File: config.mk
export PLATFORM = sky130hd
export DESIGN_NAME = tccs_ctrl
export DESIGN_NICKNAME = d
export VERILOG_FILES = /design/src/rtl/tccs_pkg.sv /design/src/rtl/tccs_ctrl.sv
export SDC_FILE = /design/constraint.sdc
export NUM_CORES = 1
export LEC_CHECK = 0
export BUFFER_PORTS_ARGS = -buffer_cell sky130_fd_sc_hd__buf_2
export CAP_MARGIN = 20
export CORE_AREA = 5 5 42 44
export CTS_BUF_LIST = sky130_fd_sc_hd__clkbuf_4
export CTS_CLUSTER_DIAMETER = 40
export DETAILED_ROUTE_END_ITERATION = 6
export DIE_AREA = 0 0 47 49
export PLACE_DENSITY_LB_ADDON = 0.08
export SETUP_SLACK_MARGIN = 0.05
export SYNTH_ARGS = -nofsm -noshare
export SYNTH_HDL_FRONTEND = slang
export SYNTH_SLANG_ARGS = --single-unit
export TNS_END_PERCENT = 100
File: constraint.sdc
create_clock -name clock -period 1.4 [get_ports clock]
set_clock_uncertainty 0.1 [all_clocks]
set_input_delay 0.28 -clock clock [delete_from_list [all_inputs] [get_ports clock]]
set_output_delay 0.28 -clock clock [all_outputs]
set_load 0.02 [all_outputs]
File: src/rtl/tccs_pkg.sv
// ----------------------------------------------------------------------------
// tccs_pkg
// Shared types and constants for the text console cursor/scroll engine:
// channel payloads, request and register codes, controller states and the
// command/status bundles between controller and datapath.
// ----------------------------------------------------------------------------
package tccs_pkg;

   // request codes
   localparam logic [1:0] REQ_PUT    = 2'd0;
   localparam logic [1:0] REQ_DIRECT = 2'd1;
   localparam logic [1:0] REQ_READ   = 2'd2;

   // configuration register indexes
   localparam logic CSR_DEFAULT_FG = 1'b0;
   localparam logic CSR_DEFAULT_BG = 1'b1;

   // character codes and reset attribute
   localparam logic [7:0] NEWLINE_CODE = 8'd10;
   localparam logic [7:0] SPACE_CODE   = 8'h20;
   localparam logic [3:0] RESET_FG     = 4'd7;
   localparam logic [3:0] RESET_BG     = 4'd0;

   localparam int OFFSET_W = 11;
   localparam int POS_W    = 11;

   typedef struct packed {
      logic [1:0]          req_type;
      logic [7:0]          char_code;
      logic [OFFSET_W-1:0] cell_offset;
      logic [3:0]          fg_colour;
      logic [3:0]          bg_colour;
   } req_payload_type;

   typedef struct packed {
      logic [15:0]      cell_data;
      logic [POS_W-1:0] cursor_pos;
      logic             cursor_updated;
   } rsp_payload_type;

   typedef enum logic [2:0] {
      ST_CLEAR,
      ST_IDLE,
      ST_DECODE,
      ST_CHECK,
      ST_COPY,
      ST_BLANK,
      ST_PUT,
      ST_DONE
   } state_type;

   // controller -> datapath
   typedef struct packed {
      logic latch;      // capture accepted item
      logic newline;    // column to 0, row up (saturating)
      logic wrap;       // wrap at right edge if needed
      logic direct_wr;  // direct cell write
      logic rd_issue;   // read cell at offset
      logic clear_wr;   // reset blank at sweep count
      logic copy_step;  // one step of the row copy
      logic blank_wr;   // default blank at sweep count
      logic row_bottom; // row to last row
      logic put_wr;     // write put cell, advance column
      logic cnt_clr;
      logic cnt_inc;
      logic rsp_load;
   } ctrl_cmd_type;

   // datapath -> controller
   typedef struct packed {
      logic [1:0] req_type;
      logic       is_newline;
      logic       row_past;
      logic       cnt_copy_end;
      logic       cnt_end;
      logic       rsp_free;
   } ctrl_status_type;

endpackage

File: src/rtl/tccs_ctrl.sv
// ----------------------------------------------------------------------------
// tccs_ctrl
// Controller state machine: reset clear pass, request decode, scroll
// sequencing (row copy then blanking) and result hand-off.
// ----------------------------------------------------------------------------
module tccs_ctrl (
   input  logic                      clock,
   input  logic                      reset,
   input  logic                      req_valid,
   output logic                      req_stall,
   input  tccs_pkg::ctrl_status_type status,
   output tccs_pkg::ctrl_cmd_type    cmd
);

   tccs_pkg::state_type state_ff, state_in;

   // state register
   always_ff @(posedge clock) begin
      if (reset) begin
         state_ff <= tccs_pkg::ST_CLEAR;
      end else begin
         state_ff <= state_in;
      end
   end

   // next state and commands
   always_comb begin
      state_in  = state_ff;
      cmd       = '0;
      req_stall = 1'b1;
      case (state_ff)
         tccs_pkg::ST_CLEAR: begin
            cmd.clear_wr = 1'b1;
            if (status.cnt_end) begin
               cmd.cnt_clr = 1'b1;
               state_in    = tccs_pkg::ST_IDLE;
            end else begin
               cmd.cnt_inc = 1'b1;
            end
         end
         tccs_pkg::ST_IDLE: begin
            req_stall = 1'b0;
            if (req_valid) begin
               cmd.latch = 1'b1;
               state_in  = tccs_pkg::ST_DECODE;
            end
         end
         tccs_pkg::ST_DECODE: begin
            state_in = tccs_pkg::ST_DONE;
            case (status.req_type)
               tccs_pkg::REQ_PUT: begin
                  if (status.is_newline) begin
                     cmd.newline = 1'b1;
                  end else begin
                     cmd.wrap = 1'b1;
                     state_in = tccs_pkg::ST_CHECK;
                  end
               end
               tccs_pkg::REQ_DIRECT: cmd.direct_wr = 1'b1;
               tccs_pkg::REQ_READ:   cmd.rd_issue  = 1'b1;
               default:              ;
            endcase
         end
         tccs_pkg::ST_CHECK: begin
            if (status.row_past) begin
               cmd.cnt_clr = 1'b1;
               state_in    = tccs_pkg::ST_COPY;
            end else begin
               state_in = tccs_pkg::ST_PUT;
            end
         end
         tccs_pkg::ST_COPY: begin
            cmd.copy_step = 1'b1;
            if (status.cnt_copy_end) begin
               state_in = tccs_pkg::ST_BLANK;
            end else begin
               cmd.cnt_inc = 1'b1;
            end
         end
         tccs_pkg::ST_BLANK: begin
            cmd.blank_wr = 1'b1;
            if (status.cnt_end) begin
               cmd.row_bottom = 1'b1;
               cmd.cnt_clr    = 1'b1;
               state_in       = tccs_pkg::ST_PUT;
            end else begin
               cmd.cnt_inc = 1'b1;
            end
         end
         tccs_pkg::ST_PUT: begin
            cmd.put_wr = 1'b1;
            state_in   = tccs_pkg::ST_DONE;
         end
         tccs_pkg::ST_DONE: begin
            if (status.rsp_free) begin
               cmd.rsp_load = 1'b1;
               state_in     = tccs_pkg::ST_IDLE;
            end
         end
         default: state_in = tccs_pkg::ST_IDLE;
      endcase
   end

endmodule

=== Yosys cells after proc, flatten, opt, wreduce, memory -nomap -nowiden ===
Cells that the tools add are included.

* Register bits: 3
* Bits in latches: 0
* Bits in writable memories: 0
* ROM bits: 0
* Output and inout port bits: 14
* Memories: 0

* $add $sub $neg: 0
* Multiply operators: 0
* Divide/modulo/power cells: 0
* Order comparisons: 0
* Equality and inequality tests: 14
* Shift operators: 0
* Muxes and demuxes: 30
* Bitwise operators: 0
* Reduce and logical (&&, ||, !) cells: 4

{| class="wikitable"
|+ Operators with widths
! kind !! count
|-
| $pmux W3 S8 || 1
|-
| $mux W3 || 7
|-
| $mux W1 || 16
|-
| $eq A3 B3 Y1 const B || 4
|-
| $ne A2 B2 Y1 const B || 5
|-
| $eq A3 B2 Y1 const B || 2
|-
| $mux W2 || 3
|-
| $reduce_and A5 Y1 || 1
|-
| $mux W4 || 1
|-
| $pmux W1 S2 || 2
|-
| $eq A3 B1 Y1 const B || 1
|-
| $logic_not A3 Y1 || 1
|-
| $eq A2 B1 Y1 const B || 1
|-
| $eq A2 B2 Y1 const B || 1
|-
| $logic_not A2 Y1 || 1
|-
| $reduce_or A2 Y1 || 1
|}

=== Logic depth before layout (Yosys ltp) ===
Gate-level depths: netlist of run 1.

* Depth after elaboration: 3
* Gate-level depth with buffers: 6
* Gate-level depth less buffers: 4

=== Least setup slack after synthesis of run 1 ===
Ideal clock, no wire load.

* Path type: reg2out
* Start: reg state_ff[2]
* End: out cmd[11] (netlist bit)
* Arrival: 1546 ps
* Required time: 1020 ps
* Slack: -526 ps
* Stages on the path, launching flop included: 4
* Path buffers: 1
* Cells stage by stage: dfxtp_1 > buf_6 > or3_4 > nor4b_1

{| class="wikitable"
|+ RTL lines
! item !! RTL line !! RTL
|-
| start: declaration || tccs_ctrl.sv:15 || <nowiki>tccs_pkg::state_type state_ff, state_in;</nowiki>
|-
| start signal: assignment || tccs_ctrl.sv:20 || <nowiki>state_ff <= tccs_pkg::ST_CLEAR;</nowiki>
|-
| start signal: assignment || tccs_ctrl.sv:22 || <nowiki>state_ff <= state_in;</nowiki>
|-
| end: declaration || tccs_ctrl.sv:12 || <nowiki>output tccs_pkg::ctrl_cmd_type cmd</nowiki>
|}

==> run summary, run 1 <==
* **status** complete, but fails checks
* **violations in the final reports** setup timing
* **ratio of routed vias to standard cells** 4.97
* **post-route worst setup slack** -0.369 ns
* **post-synthesis average cell area** 7.36 sq um
* **startpoint type of the worst setup path** flip-flop
* **shortest period the worst path allows** 1.77 ns
* **clock tree from TritonCTS** yes
* **clock latency reported for the late side of the worst-skew pair** 0.24 ns
* **flip-flop count of the largest register, all copies and words added** 3
* **summed instance area of the synthesized netlist** 375 sq um
* **achievable clock frequency** 0.565 GHz
* **most frequent cell after synthesis** sky130_fd_sc_hd__nor2_1
* **clk slew on worst S/H paths** 0.04 ns
* **type of the tightest min-delay check** in -> reg
* **total number of yosys warnings** 0
* **Worst Path Max Fanout** 4
* **fraction of synthesized cell area taken by the top area cell type** 0.160
* **slowest stage cell on the critical path** sky130_fd_sc_hd__or3_4
* **final net count** 99
* **count of mapped cells out of synthesis** 51
* **overall power** 0.794 mW
* **Crit. End Element** primary output
* **area enclosed by the die boundary** 0.00230 sq mm
* **number of levels in the clock H-tree** 1
* **maxcap violations** 0
* **Ant. Diodes** 0
* **Row Count** 14
* **power density cells** 1000 mW/mm^2
* **input/output buffers** 23
* **clock buffer count from CTS** 3
* **initial antenna violation count** 0
* **number of enable flip-flop cells after synthesis** 0
* **Async SR Flop Fraction** 0
* **placed cells** 99
* **Area Growth Syn to Fin** 111%
* **critical path data arrival time** 1.39 ns
* **CTS Hold Buffers Added** 0
* **via count of the first global-routing pass** 488
* **max-slew violations** 0
* **library cell occupying the most area in the post-synthesis netlist** sky130_fd_sc_hd__dfxtp_1
* **WL per Instance** 12.9 um
* **Post-Place Worst Slack** -0.145 ns
* **top cells by count, synth** sky130_fd_sc_hd__nor2_1, sky130_fd_sc_hd__nand2_1, sky130_fd_sc_hd__nor3b_1
* **Boundary Pins** 24
* **sequence of cells on the critical path** or3_4 -> nor4b_4 -> buf_4
* **Least-Margin Pin Slew** 0.270 ns
* **Die Y-Extent** 49 um
* **period utilisation layout** 1.26
* **# setup viols final** 16
* **worst max-slew margin expressed relative to the limit** 0.818
* **unrepaired setup endpoints after global routing** true
* **die outline width** 47 um
* **maximum number of pins on one net before global-route repair** 12
* **worst vdd rail ir drop** 0.397 mV
* **registers with the most flip-flops** state_ff (3)
* **worst setup path category** reg -> out
* **first drt pass iteration count** 4
* **Seq/Total Area, Yosys** 0.160
* **# DRC** 0
* **final design area excluding fillers** 791 sq um
* **number of routed nets with antenna violations** 0
* **Synthesized Nets** 61
* **initial DRC count** 2
* **global-route wire length before repair** 2.13 mm
* **total detailed-routing wirelength** 1.34 mm
* **weighted congestion reported at the end of routability-driven placement** 0.652
* **register containing the most flip-flops in the final layout** state_ff
* **total global routing overflow** 0
* **final cell utilization of the core** 0.564
* **routed vias** 517
* **Unique masters post-synth** 27
* **clock sinks** 3
* **final hold slack** 0.153 ns
* **maximum count of clock buffers along a single path** 2
* **layout cells sized above 1** 0.705
* **Leak Pwr** 0.361 nW
* **Primary FF master, synth** sky130_fd_sc_hd__dfxtp_1
* **final cell count without fillers** 104
* **Data required, critical path** 1.02 ns
* **Core Box Area** 0.00140 sq mm
* **flip-flop and latch count after synthesis** 3
* **Max stage delay on crit path** 0.44 ns
* **Fin Setup TNS** -3.37 ns
* **DP HPWL** 1.01 mm
* **starting utilization of the core area** 0.268
* **Tot GR Track Use** 0.120
* **library cell used as clock root buffer** sky130_fd_sc_hd__clkbuf_4
* **final hold violation count** 0
* **DP Area** 662 sq um
* **leading post-synthesis cells by cell area** sky130_fd_sc_hd__dfxtp_1, sky130_fd_sc_hd__nor3b_1, sky130_fd_sc_hd__nor2_1, sky130_fd_sc_hd__buf_6, sky130_fd_sc_hd__mux2i_1
per-layer routing:
layer,track usage,part of all wire,vias up
li1,-,-,257
met1,0.154,0.37,239
met3,0.0185,0.081,2
met5,0,0,-
met4,0.0415,0.013,0
met2,0.197,0.53,19
cells by family (layout without fill, tap and decap cells):
kind of cell	after synthesis	count (layout)	synth area share
compound gates	10	10	0.217
flops	3	3	0.160
buf+inv	7	44	0.117
mux	3	3	0.0833
simple gates	28	28	0.423
what timing repair did:
action                                  in CTS  in global routing
buffers inserted                             0                  1
hold endpoints to repair                     0                  0
pin swaps                                    2                  6
gates resized for setup                     15                 13
gates cloned                                 0                  0
endpoints found under the setup margin      17                 17
area by class of cell:
type / instances / area, sq um
Clock buffer: 4 / 30.0
Fill cell: 127 / 611
Inverter: 2 / 7.51
Multi-Input combinational cell: 41 / 383
Sequential cell: 3 / 63.8
Tap cell: 16 / 20.0
Timing Repair Buffer: 38 / 287
final timing paths:
check | slack (ns) | start | to | cells after the start
min | 0.15 | reset | state_ff[1] | 2
min reg2reg | 0.63 | state_ff[1] | state_ff[1] | 4
max | -0.37 | state_ff[2] | cmd[11] | 3
max reg2reg | -0.22 | state_ff[2] | state_ff[2] | 6
worst max-delay path: cells and delay by family, from the launching register on:
| kind | cells | cell delay [ns] |
|---|---|---|
| buffers and inverters | 1 | 0.17 |
| DFF | 1 | 0.32 |
| and+or+nand+nor | 2 | 0.65 |
where the power goes:
group          leakage [nW]  total, mW  internal [mW]  switching (mW)
Sequential           0.0258      0.114          0.102          0.0121
Combinational         0.317      0.496          0.249           0.247
Clock                0.0184      0.183          0.127          0.0565
Total                 0.361      0.794          0.479           0.315
layout by cell type (no fill, tap or decap), types with 2 or more instances in the layout:
cell type                  count
sky130_fd_sc_hd__a31oi_1       2
sky130_fd_sc_hd__buf_2        10
sky130_fd_sc_hd__buf_4        21
sky130_fd_sc_hd__buf_6         7
sky130_fd_sc_hd__clkbuf_4      4
sky130_fd_sc_hd__dfxtp_2       3
sky130_fd_sc_hd__inv_1         2
sky130_fd_sc_hd__mux2i_1       2
sky130_fd_sc_hd__nand2_1       4
sky130_fd_sc_hd__nand3_1       2
sky130_fd_sc_hd__nand3b_1      2
sky130_fd_sc_hd__nor2_1        5
sky130_fd_sc_hd__nor2_4        2
sky130_fd_sc_hd__nor3b_2       3
sky130_fd_sc_hd__nor4_4        2
sky130_fd_sc_hd__o21ai_0       2
Note: power is estimated with default switching activity, not from simulation.
==> run 2: changes to the inputs <==
--- a/config.mk
+++ b/config.mk
@@ -5,6 +5,7 @@
 export SDC_FILE = /design/constraint.sdc
 export NUM_CORES = 1
 export LEC_CHECK = 0
+export ABC_AREA = 1
 export BUFFER_PORTS_ARGS = -buffer_cell sky130_fd_sc_hd__buf_2
 export CAP_MARGIN = 20
 export CORE_AREA = 5 5 42 44
==> run summary, run 2 <==
* **beginning of the worst register-to-register path** state_ff[0]
* **first drt pass iteration count** 4
* **clock latency reported for the late side of the worst-skew pair** 0.24 ns
* **max-slew violations** 0
* **area taken by flip-flops and latches** 71.3 sq um
* **power density cells** 2170 mW/mm^2
* **Least-Margin Pin Slew** 0.250 ns
* **critical path data arrival time** 1.23 ns
* **leading cell type in the layout, fill and taps excluded** sky130_fd_sc_hd__buf_4
* **commonest non-fill, non-tap cells in the layout** sky130_fd_sc_hd__buf_4, sky130_fd_sc_hd__buf_6, sky130_fd_sc_hd__nand2_2, sky130_fd_sc_hd__nand2_1, sky130_fd_sc_hd__buf_2
* **Crit. End Element** primary output
* **portion of total power attributed to combinational logic** 0.785
* **maximum number of pins on one net before global-route repair** 7
* **Fin Setup TNS** -1.77 ns
* **clock tree from TritonCTS** yes
* **input/output buffers** 23
* **unrepaired setup endpoints after global routing** true
* **count of mapped cells out of synthesis** 71
* **startpoint of the worst setup timing path** state_ff[0]
* **DP Area** 663 sq um
* **DP HPWL** 1.07 mm
* **startpoint type of the worst setup path** flip-flop
* **shortest period the worst path allows** 1.61 ns
* **Worst Path Max Fanout** 6
* **routed vias** 604
* **clock buffer count from CTS** 3
* **number of routed nets with antenna violations** 0
* **violations in the final reports** setup timing
* **flip-flop count of the largest register, all copies and words added** 3
* **# DRC** 0
* **Seq/Total Area, Yosys** 0.164
* **Row Count** 14
* **Primary FF master, synth** sky130_fd_sc_hd__dfxtp_1
* **worst vdd rail ir drop** 1.20 mV
* **Core Box Area** 0.00140 sq mm
* **library cell used as clock root buffer** sky130_fd_sc_hd__clkbuf_4
* **footprint of the multi-input gates** 390 sq um
* **weighted congestion reported at the end of routability-driven placement** 0.777
* **Async SR Flop Fraction** 0
* **total net switching power** 0.953 mW
* **post-synthesis average cell area** 5.15 sq um
* **share of total power in the clock network** 0.086
* **status** complete, but fails checks
* **total global routing overflow** 0
* **final design area excluding fillers** 941 sq um
* **initial DRC count** 10
* **fraction of synthesized cell area taken by the top area cell type** 0.164
* **Area Growth Syn to Fin** 158%
* **initial antenna violation count** 0
* **internal power consumption** 1.08 mW
* **Switching Fraction** 0.468
* **final hold violation count** 0
* **clk slew on worst S/H paths** 0.04 ns
* **flip-flop and latch count after synthesis** 3
* **Synthesized Nets** 81
* **worst setup path category** reg -> out
* **ratio of routed vias to standard cells** 4.47
* **library cell occupying the most area in the post-synthesis netlist** sky130_fd_sc_hd__dfxtp_1
* **top cells by count, synth** sky130_fd_sc_hd__nand2_1, sky130_fd_sc_hd__nor2_1, sky130_fd_sc_hd__inv_1
* **clock sinks** 3
* **starting utilization of the core area** 0.261
* **fill cell total of the finished layout** 129
* **Ant. Diodes** 0
* **Data required, critical path** 1.02 ns
* **final net count** 130
* **Die Y-Extent** 49 um
* **maxcap violations** 0
* **Unique masters post-synth** 16
* **registers with the most flip-flops** state_ff (3)
* **total detailed-routing wirelength** 1.60 mm
* **layout cells sized above 1** 0.723
* **leading post-synthesis cells by cell area** sky130_fd_sc_hd__dfxtp_1, sky130_fd_sc_hd__nand2_1, sky130_fd_sc_hd__nor2_1, sky130_fd_sc_hd__inv_1, sky130_fd_sc_hd__nand3_1
* **Leak Pwr** 0.484 nW
* **post-route worst setup slack** -0.207 ns
* **beginning of the worst hold path** reset
* **Tot GR Track Use** 0.141
* **achievable clock frequency** 0.622 GHz
* **global-route wire length before repair** 2.44 mm
* **summed instance area of the synthesized netlist** 365 sq um
* **worst max-slew margin expressed relative to the limit** 0.831
* **die outline width** 47 um
* **WL per Instance** 11.8 um
* **# setup viols final** 16
* **maximum count of clock buffers along a single path** 2
* **period utilisation layout** 1.15
* **area enclosed by the die boundary** 0.00230 sq mm
* **type of the tightest min-delay check** in -> reg
* **Boundary Pins** 24
* **number of levels in the clock H-tree** 1
* **total number of yosys warnings** 0
* **number of enable flip-flop cells after synthesis** 0
* **via count of the first global-routing pass** 580
* **sequential share of power** 0.129
* **register containing the most flip-flops in the final layout** state_ff
-- run 2: layer usage --
metal | wire length (um) | vias to the layer above | GRT usage
met5 | 0 | - | 0
met4 | 0 | 0 | 0.0415
met3 | 106 | 0 | 0.0258
met2 | 887 | 22 | 0.226
met1 | 604 | 265 | 0.185
li1 | - | 317 | -
-- run 2: kinds of logic (layout without fill, tap and decap cells) --
group	Yosys count	count (layout)	synth area share
AND/OR/NAND/NOR	48	48	0.582
buffers and inverters	16	64	0.185
flip-flops	3	3	0.164
AO/OA/AOI/OAI	4	4	0.0685
-- run 2: metrics by stage --
step	setup slack [ns]	cells	hold slack (ns)	power, mW	utilization
final	-0.207	135	0.180	2.04	0.671
after detailed placement	-0.0559	123	0.442	1.23	0.473
after floorplan	-0.00701	71	0.347	0.816	-
after CTS	-0.173	133	0.184	1.88	0.641
after global placement	-0.0732	123	0.442	1.23	0.473
after global routing	-0.258	135	0.225	2.18	0.671
-- run 2: cell type report --
cell class,count,share of cell area
sequential,3,0.0758
inverter,15,0.0731
timing repair buffer,45,0.383
multi-input combinational,52,0.415
clock buffer,4,0.0319
tap,16,0.0213
-- run 2: what timing repair did --
action / in CTS / in global routing
setup endpoints to repair: 17 / 17
pin swaps: 8 / 12
hold buffers: 0 / 0
resized for setup: 54 / 10
buffers inserted: 6 / 4
-- run 2: worst max-delay path: stages (launching register included) --
cell                      delay [ns]
sky130_fd_sc_hd__dfxtp_4        0.37
sky130_fd_sc_hd__buf_6          0.13
sky130_fd_sc_hd__nand3_4        0.06
sky130_fd_sc_hd__nand2_2        0.07
sky130_fd_sc_hd__a32o_1         0.23
sky130_fd_sc_hd__buf_6          0.13
-- run 2: power by group through the flow --
stage	logic, mW	registers, mW	clock network (mW)
floorplan	0.643	0.173	0
global placement	1.03	0.198	0
detailed placement	1.03	0.198	0
CTS	1.45	0.260	0.178
global route	1.72	0.272	0.192
finish	1.60	0.263	0.175
-- run 2: final timing paths --
check | cells after the start | slack [ns] | to
setup / recovery | 5 | -0.21 | cmd[2]
hold / removal | 4 | 0.18 | state_ff[2]
setup reg to reg | 11 | -0.06 | state_ff[2]
hold reg to reg | 3 | 0.60 | state_ff[2]
